File: src/hdl/dsd_ram.sv
// Generic single-write, single-read RAM with registered read data.
`timescale 1ns / 1ps

module dsd_ram #(
  parameter int unsigned Width = 8,
  parameter int unsigned Depth = 16
) (
  input  logic                     clk_i,
  input  logic                     we_i,
  input  logic [$clog2(Depth)-1:0] waddr_i,
  input  logic [Width-1:0]         wdata_i,
  input  logic [$clog2(Depth)-1:0] raddr_i,
  output logic [Width-1:0]         rdata_o
);

  logic [Width-1:0] mem [Depth];
  logic [Width-1:0] rdata_q;

  always_ff @(posedge clk_i) begin
    if (we_i) begin
      mem[waddr_i] <= wdata_i;
    end
    rdata_q <= mem[raddr_i];
  end

  assign rdata_o = rdata_q;

endmodule

File: config.mk
export PLATFORM = sky130hd
export DESIGN_NAME = dsd_ram
export DESIGN_NICKNAME = d
export VERILOG_FILES = /design/src/hdl/dsd_ram.sv
export SDC_FILE = /design/constraint.sdc
export NUM_CORES = 1
export LEC_CHECK = 0
export ABC_AREA = 1
export ABC_CLOCK_PERIOD_IN_PS = 1450
export BUFFER_PORTS_ARGS = -buffer_cell sky130_fd_sc_hd__buf_4
export CAP_MARGIN = 10
export CORE_MARGIN = 2
export CORE_UTILIZATION = 61
export CTS_BUF_LIST = sky130_fd_sc_hd__clkbuf_8 sky130_fd_sc_hd__clkbuf_16
export DETAILED_ROUTE_END_ITERATION = 16
export GPL_TIMING_DRIVEN = 1
export PLACE_DENSITY = 0.78
export SLEW_MARGIN = 20
export SYNTH_ARGS = -nofsm -noshare
export SYNTH_HDL_FRONTEND = slang
export SYNTH_SLANG_ARGS = --single-unit
File: constraint.sdc
create_clock -name clk_i -period 1.45 [get_ports clk_i]
set_input_delay 0.145 -clock clk_i [delete_from_list [all_inputs] [get_ports clk_i]]
set_output_delay 0.145 -clock clk_i [all_outputs]
set_load 0.1 [all_outputs]
==> results by stage, run 1 <==
Finish:
- The area growth from synthesis to final layout is 18.8%.
- The post-route cell area is 6850 µm².
- Leaving out fill and tap cells, the most frequent cell in the layout is sky130_fd_sc_hd__nand2_1.
- In the layout the commonest cells are sky130_fd_sc_hd__nand2_1 (173), sky130_fd_sc_hd__edfxtp_1 (128), sky130_fd_sc_hd__inv_1 (100), sky130_fd_sc_hd__nand3_1 (97), sky130_fd_sc_hd__buf_4 (46).
- The number of antenna cells inserted is 0.
- Leaving out filler cells and counting taps, the final layout contains 727.
- The net count of the finished layout is 621.
- Of the cells placed in the final design, the portion with a size suffix greater than 1 is 13.1%.
- The combined area of the multi-input logic cells is 1210 µm².
- Once layout is complete, the utilization of the core stands at 74.5%.
- The filler cells instantiated in the layout total 580.
- The sequential cells in the finished layout cover a total of 4000 µm².

Synthesis:
- The number of nets in the synthesized netlist is 569.
- Of the post-synthesis cell area, the dominant cell type holds 66.7%.
- The cell count after synthesis came out at 551.
- Of the total synthesized cell area, the portion taken by AND, OR, NAND and NOR gates is 21.0%.
- The multiplexer fraction of the synthesized cell area is 0%.
- The biggest area consumer among synthesized cells is sky130_fd_sc_hd__edfxtp_1.
- Summing the areas of all compound-gate instances in the mapped netlist gives 0% of the synthesized area.
- The post-synthesis instance area is 5770 µm².
- Summing the areas of all fa, ha and maj instances in the mapped netlist gives 0% of the synthesized area.
- The synthesis-stage register bit count is 136.
- The average instance in the mapped netlist occupies 10.5 µm².
- After Yosys synthesis, XOR and XNOR cells account for 0% of the synthesized area.
- By area, the combinational part of the netlist is dominated by simple AND/OR/NAND/NOR gates.
- During synthesis, Yosys emitted a total of 0 warnings.
- Yosys attributes the largest share of cell area to sky130_fd_sc_hd__edfxtp_1 (67%), sky130_fd_sc_hd__nand2_1 (11%), sky130_fd_sc_hd__nand3_1 (8.4%), sky130_fd_sc_hd__inv_1 (6.5%), sky130_fd_sc_hd__dfxtp_1 (2.8%).
- Counting distinct cell types in the post-synthesis netlist gives 12.
- The sequential fraction of the synthesis area is 69.4%.

Routing:
- The post-detailed-route via-to-cell ratio is 5.62.
- The number of iterations in the first detailed-routing pass is 7.
- Summing over every cut layer, the via total after detailed routing is 4,089.
- The final routed DRC violation total is 0.
- The routed design has 13,300 µm of wire.
- The post-route antenna net violation count is 0.
- The iteration-0 DRC count of the detailed router is 487.
- In the final routed layout, each cell accounts on average for 18.3 µm.

Clock tree:
- TritonCTS built the clock tree.
- At the later pin of the worst-skew pair, clock insertion delay measures 0.51 ns.
- In this run the clock root is driven by a sky130_fd_sc_hd__clkbuf_8.
- The H-tree level count is 4.
- Clock tree synthesis found a total of 136 sinks.
- The clock-pin transition on the worst setup and hold timing paths is 0.06 ns.
- The post-CTS setup repair buffer count is 0.
- No sink is reached through more buffers than the 2 on the longest clock path.
- The clock buffer count from CTS is 17.

STA:
- Setup repair after global routing left no endpoint under its margin.
- After layout, the worst setup slack is 0.0926 ns.
- After routing, the total negative slack on setup checks comes to 0 ns.
- The count of pins over their slew limit is 0.
- Static timing analysis puts the maximum clock frequency at 737 MHz.
- The setup violation total in the final timing report is 0.
- The worst-margin pin slew is 0.379 ns.
- The number of failing hold endpoints at the final stage is 0.
- Measured against its own limit, the worst slew margin works out to 74.8%.
- Of the available clock period, the critical path in the final layout requires 93.6%.
- The largest clock skew in the final design is 0.00481 ns.
- The worst path in the final design needs a cycle of 1.36 ns, including I/O delays and setup.
- On the final layout, the worst hold slack is 0.0262 ns.

Run status:
- The flow ran to the end, and the final reports show no timing, DRC or antenna violations.

Pwr:
- The total design power is 9.73 mW.
- The relative contribution of the clock network to total power is 46.4%.
- The internal power of the cells totals 7.53 mW.
- In this run the power spent charging and discharging nets is 2.20 mW.
- Dividing total power by cell area gives a power density of 1420 nW/µm².
- In this run, flip-flops and latches consume 45.5% of the power.
- The switching fraction of total power is 22.6%.
- VDD sags by at most 1.10 mV.
- The power share of the combinational group is 8.1%.
- The leakage power figure is 3.01 nW.

Worst setup path:
- The critical setup path kind is flip-flop to output pin.
- The data required time at the worst endpoint is 1.31 ns.
- The critical path buffer and inverter count is 1.
- The kind of cell with the highest combined delay along the critical path is flip-flops.
- The slowest cell on the critical path is sky130_fd_sc_hd__dfxtp_1.
- On the worst path, the slowest cell contributes a delay of 0.38 ns.
- In this run the worst path has a maximum fanout of 1.
- The critical path goes through buf_4.
- The critical path startpoint category is a flip-flop.
- In this run the critical register-to-register path is launched from mem[4][0].
- Data on the critical path arrives at its endpoint at 1.21 ns.
- The sort of element at the end of the critical path is an output pin.
- The worst setup path startpoint is rdata_o[0].

Placement:
- The area after detailed placement is 6140 µm².
- The count of buffers added on input and output ports is 25.
- The detailed-placement wirelength estimate is 7710 µm.
- At the end of routability-driven placement, the weighted congestion stood at 0.905.
- The instance count after placement with tap cells included is 687.
- Before CTS, the worst setup slack after placement is 0.197 ns.

Floorplanning:
- The boundary pin count is 26.
- The die height is 101 µm.
- The floorplan step defined a die boundary enclosing 10,200 µm².
- In this run the core area contains 35 standard-cell rows.
- The core box area is 9200 µm².
- The initial cell density of the core is 62.7%.
- The horizontal die dimension is 101 µm.

Job:
- The number of violations of the max-capacitance limit is 0.

GRT:
- The number of global-route vias before repair is 4,054.
- For this run, the total global-route usage over all layers was measured as 28.2%.
- The initial antenna violation count was 0.
- The wire length of the first global-routing pass is 20,800 µm.
- Entering global routing, the biggest net connects 65 pins.
- After global routing the overflow that remains totals 0.

Hold path:
- The path class of the tightest hold or removal check is input pin to flip-flop.
- The start point of the worst min-delay path is wdata_i[0].
==> final timing paths <==
check / to / slack (ns) / cells after the start
worst max-delay path: rdata_o[0] / 0.09 / 1
worst min-delay path: mem[9][0] / 0.03 / 1
worst max register to register: rdata_o[0] / 0.36 / 6
worst min register to register: rdata_o[7] / 0.69 / 6
==> cell families after synthesis <==
family,Yosys count
buf+inv,126
flops,136
simple gates,289
==> flip-flops by register name, summed over array words and instances (netlist names) <==
| signal | count |
|---|---|
| mem | 128 |
| rdata_o | 8 |
==> synth_stat cells (all sizes together) <==
cell type  instances
nand2            173
edfxtp           128
inv              102
nand3             97
buf               24
nor2              17
dfxtp              8
nand3b             2
==> timing repair <==
item,4_1_cts,5_1_grt
resized for setup,0,0
endpoints found under the hold margin,103,1
hold buffers,7,1
==> final cells by class <==
type | count | area share [%]
inverters | 102 | 5.59
multi-input cells | 289 | 17.7
flip-flops and latches | 136 | 58.4
clock buffers | 20 | 6.65
clock inverters | 12 | 2.48
well taps | 111 | 2.03
repair buffers | 57 | 7.09
==> power by group through the flow <==
stage          registers, mW  logic, mW  clock network [mW]
3_5_place_dp            4.51      0.749                   0
5_1_grt                 4.43      0.844                4.69
3_3_place_gp            4.50      0.733                   0
2_1_floorplan           4.68      0.310                   0
6_report                4.43      0.786                4.51
4_1_cts                 4.43      0.774                4.52
==> metal layers <==
layer / up-vias / share of wire (%) / GRT usage (%)
li1: 1872 / - / -
met2: 218 / 51 / 47.1
met3: 39 / 8.4 / 6.28
met4: 0 / 3.1 / 13.0
met1: 1960 / 38 / 35.5
met5: - / 0 / 0
Power figures use the tool's default switching activity.
==> run 2, diff against run 1 <==
==> constraint.sdc (replaced) <==
create_clock -name clk_i -period 1.45 [get_ports clk_i]
set_input_delay 0.3625 -clock clk_i [delete_from_list [all_inputs] [get_ports clk_i]]
set_output_delay 0.3625 -clock clk_i [all_outputs]
set_load 0.1 [all_outputs]
==> run 2 against run 1 <==
Final area hardly changed. Global-route usage is 0.67 points lower. Core utilization hardly changed. Wire length is 2.3% lower. Non-clock buffer count is 6 lower. Critical path depth stayed put. Maximum frequency is 4.7% lower. Sequential share of layout area is 0.096 points higher. Critical path type unchanged. Critical endpoint is now rdata_o[3].
==> results by stage, run 2 (same netlist as run 1, synthesis figures left out) <==
STA:
- The top achievable clock speed is 702 MHz.
- Setup repair after global routing left no endpoint under its margin.
- The final critical path takes up 98.2% of the cycle.
- The setup violation total in the final timing report is 0.
- The count of pins over their slew limit is 0.
- Setup slack on the critical path of the routed design comes to 0.0255 ns.
- The number of failing hold endpoints at the final stage is 0.
- The shortest clock period the worst path allows after layout is 1.42 ns.
- Measured against its own limit, the worst slew margin works out to 80.8%.
- The post-route setup TNS is 0 ns.
- The hold slack is 0.184 ns.
- The largest clock skew in the final design is 0.00695 ns.
- The worst-margin pin slew is 0.288 ns.

Finish:
- The top cell types in the final layout, fill and taps aside, are sky130_fd_sc_hd__nand2_1 (173), sky130_fd_sc_hd__edfxtp_1 (128), sky130_fd_sc_hd__inv_1 (100), sky130_fd_sc_hd__nand3_1 (97), sky130_fd_sc_hd__buf_4 (37).
- The number of standard cells in the layout, taps in and fillers out is 721.
- The register with the most flip-flops in the layout has 128 of them.
- Leaving out fill and tap cells, the most frequent cell in the layout is sky130_fd_sc_hd__nand2_1.
- The area growth from synthesis to final layout is 18.9%.
- The net count of the finished layout is 615.
- The register containing the most flip-flops in the final layout is mem.
- The number of antenna diodes in the final layout is 0.
- Of the cells placed in the final design, the portion with a size suffix greater than 1 is 14.4%.

Clock tree:
- The insertion delay to the later sink of the worst-skew pair is 0.51 ns.
- The H-tree was split into 4 levels.
- The longest clock path from root to sink contains 2 buffers.
- The number of clock sinks seen by CTS is 136.
- TritonCTS built the clock tree.
- After clock tree synthesis, the clock-pin slew on the worst setup and hold paths is 0.06 ns.
- Counting the buffers created by CTS gives 17.
- The clock root buffer is sky130_fd_sc_hd__clkbuf_8.

Pwr:
- The share of total power dissipated in combinational logic is 9.0%.
- Summed over all nets, the switching power comes to 2.17 mW.
- The leakage power figure is 2.99 nW.
- Net switching is 23.2% of the power.
- The relative contribution of the clock network to total power is 43.5%.
- Registers are responsible for 47.5% of the overall power.
- VDD sags by at most 0.943 mV.
- The power density over the cells is 1360 nW/µm².
- The internal power component is 7.17 mW.

Worst setup path:
- Walking the worst path, the cells encountered are buf_12.
- The slowest cell on the critical path is sky130_fd_sc_hd__dfxtp_4.
- The critical setup path kind is flip-flop to output pin.
- The arrival time at the worst endpoint is 1.06 ns.
- The critical path buffer and inverter count is 1.
- The cell class contributing the biggest share of worst-path delay is flip-flops.
- The most critical setup path has its startpoint at rdata_o[3].
- The startpoint of the lowest-slack register-to-register path is mem[7][5].
- The setup check on the worst reg-to-reg path leaves a slack of 0.36 ns.
- STA classifies the critical path endpoint as an output pin.
- The worst register-to-register path ends at rdata_o[5].
- The data required time at the worst endpoint is 1.09 ns.
- Measured in cells, the most critical reg-to-reg path has a length of 6.
- The critical path startpoint category is a flip-flop.
- In this run the worst path has a maximum fanout of 1.
- The depth of the critical timing path with buffers and inverters included is 1.
- The largest single stage delay on the critical path is 0.37 ns.
- The most critical setup path has its endpoint at rdata_o[3].

Routing:
- The average wire per standard cell is 18.0 µm.
- Summed over all layers, the routed wires come to 13,000 µm.
- The number of iterations in the first detailed-routing pass is 5.
- The post-route antenna net violation count is 0.
- The via count of the routed design is 4,037.
- The final routed DRC violation total is 0.
- The detailed router finished its first iteration with 403 violations.
- After detailed routing, the number of vias per cell comes to 5.60.

GRT:
- The initial antenna violation count is 0.
- The most used routing layer in global routing is met2.
- Global routing used 5.18% of the available met3 tracks.
- The met1 layer usage reported by global route is 36.8%.
- The number of global-route vias before repair is 3,894.
- The total routing usage reported by global routing is 27.5%.
- After global routing the overflow that remains totals 0.
- The met2 layer usage reported by global route is 43.2%.
- The first global-routing pass estimated 20,400 µm of wire.
- Entering global routing, the biggest net connects 39 pins.

Placement:
- The instance count after placement with tap cells included is 689.
- Routability-driven placement finished with a final weighted congestion of 0.898.
- The number of input and output port buffers inserted is 25.
- Detailed placement finished with a half-perimeter wire length of 7870 µm.
- The setup slack after placement is -0.00956 ns.

Floorplanning:
- The initial cell density of the core is 62.7%.
- The core region is 9200 µm².
- In this run the vertical extent of the chip is 101 µm.
- The horizontal die dimension is 101 µm.
- The boundary pin count is 26.
- The initialized floorplan defines 35 standard-cell rows.
- The floorplan step defined a die boundary enclosing 10,200 µm².

Job:
- The number of violations of the max-capacitance limit is 0.

Hold path:
- The path class of the tightest hold or removal check is input pin to flip-flop.

Run status:
- The flow ran to the end, and the final reports show no timing, DRC or antenna violations.
run 2: cell types whose count changed in the layout (fill, tap and decap cells not counted), moves of 3 or more:
cell and change:
sky130_fd_sc_hd__buf_4 -9, sky130_fd_sc_hd__buf_12 +8, sky130_fd_sc_hd__dlygate4sd3_1 -8, sky130_fd_sc_hd__dfxtp_1 -5, sky130_fd_sc_hd__dfxtp_2 +4, sky130_fd_sc_hd__clkinvlp_4 +3
run 2: metal layers:
metal / vias to the layer above / routed length (µm) / share of wire, %
li1: 1867 / - / -
met1: 1916 / 5100 / 39
met2: 208 / 6360 / 49
met3: 46 / 958 / 7.4
met4: 0 / 590 / 4.5
met5: - / 0 / 0
run 2: how the worst min path moves through the flow:
stage	slack (ns)	cells after the start	end	from
floorplan	0.46	0	mem[0][0]	wdata_i[0]
global placement	0.63	6	rdata_o[4]	mem[14][4]
detailed placement	0.64	6	rdata_o[4]	mem[14][4]
CTS	0.18	3	rdata_o[4]	raddr_i[3]
global route	0.19	3	rdata_o[4]	raddr_i[3]
finish	0.18	3	rdata_o[4]	raddr_i[3]
run 2: final cells by class:
| cell class | count | area [µm²] |
|---|---|---|
| clock buffers | 19 | 442 |
| repair buffers | 51 | 536 |
| fillers | 532 | 2340 |
| multi-input cells | 289 | 1210 |
| well taps | 111 | 139 |
| clock inverters | 13 | 129 |
| flip-flops and latches | 136 | 4010 |
| inverters | 102 | 383 |
run 2: per-stage QoR:
| step | utilization (%) | total power, mW | cell area, µm² |
|---|---|---|---|
| 3_5_place_dp | 67.4 | 5.28 | 6200 |
| 6_report | 74.5 | 9.34 | 6850 |
| 4_1_cts | 74.3 | 9.33 | 6830 |
| 2_1_floorplan | - | 4.99 | 5770 |
| 5_1_grt | 74.5 | 9.60 | 6850 |
| 3_3_place_gp | 67.4 | 5.26 | 6200 |
run 2: timing repair:
item	in CTS	in global routing
gates resized for setup	19	6
endpoints found under the hold margin	0	0
buffers inserted	0	0
hold buffers	0	0
setup endpoints to repair	8	3
run 2: power by group through the flow:
stage	clock network (mW)	registers (mW)	logic, mW
after floorplan	0	4.68	0.310
after global placement	0	4.50	0.753
after detailed placement	0	4.51	0.773
after CTS	4.07	4.44	0.817
after global routing	4.27	4.45	0.891
final	4.07	4.44	0.836
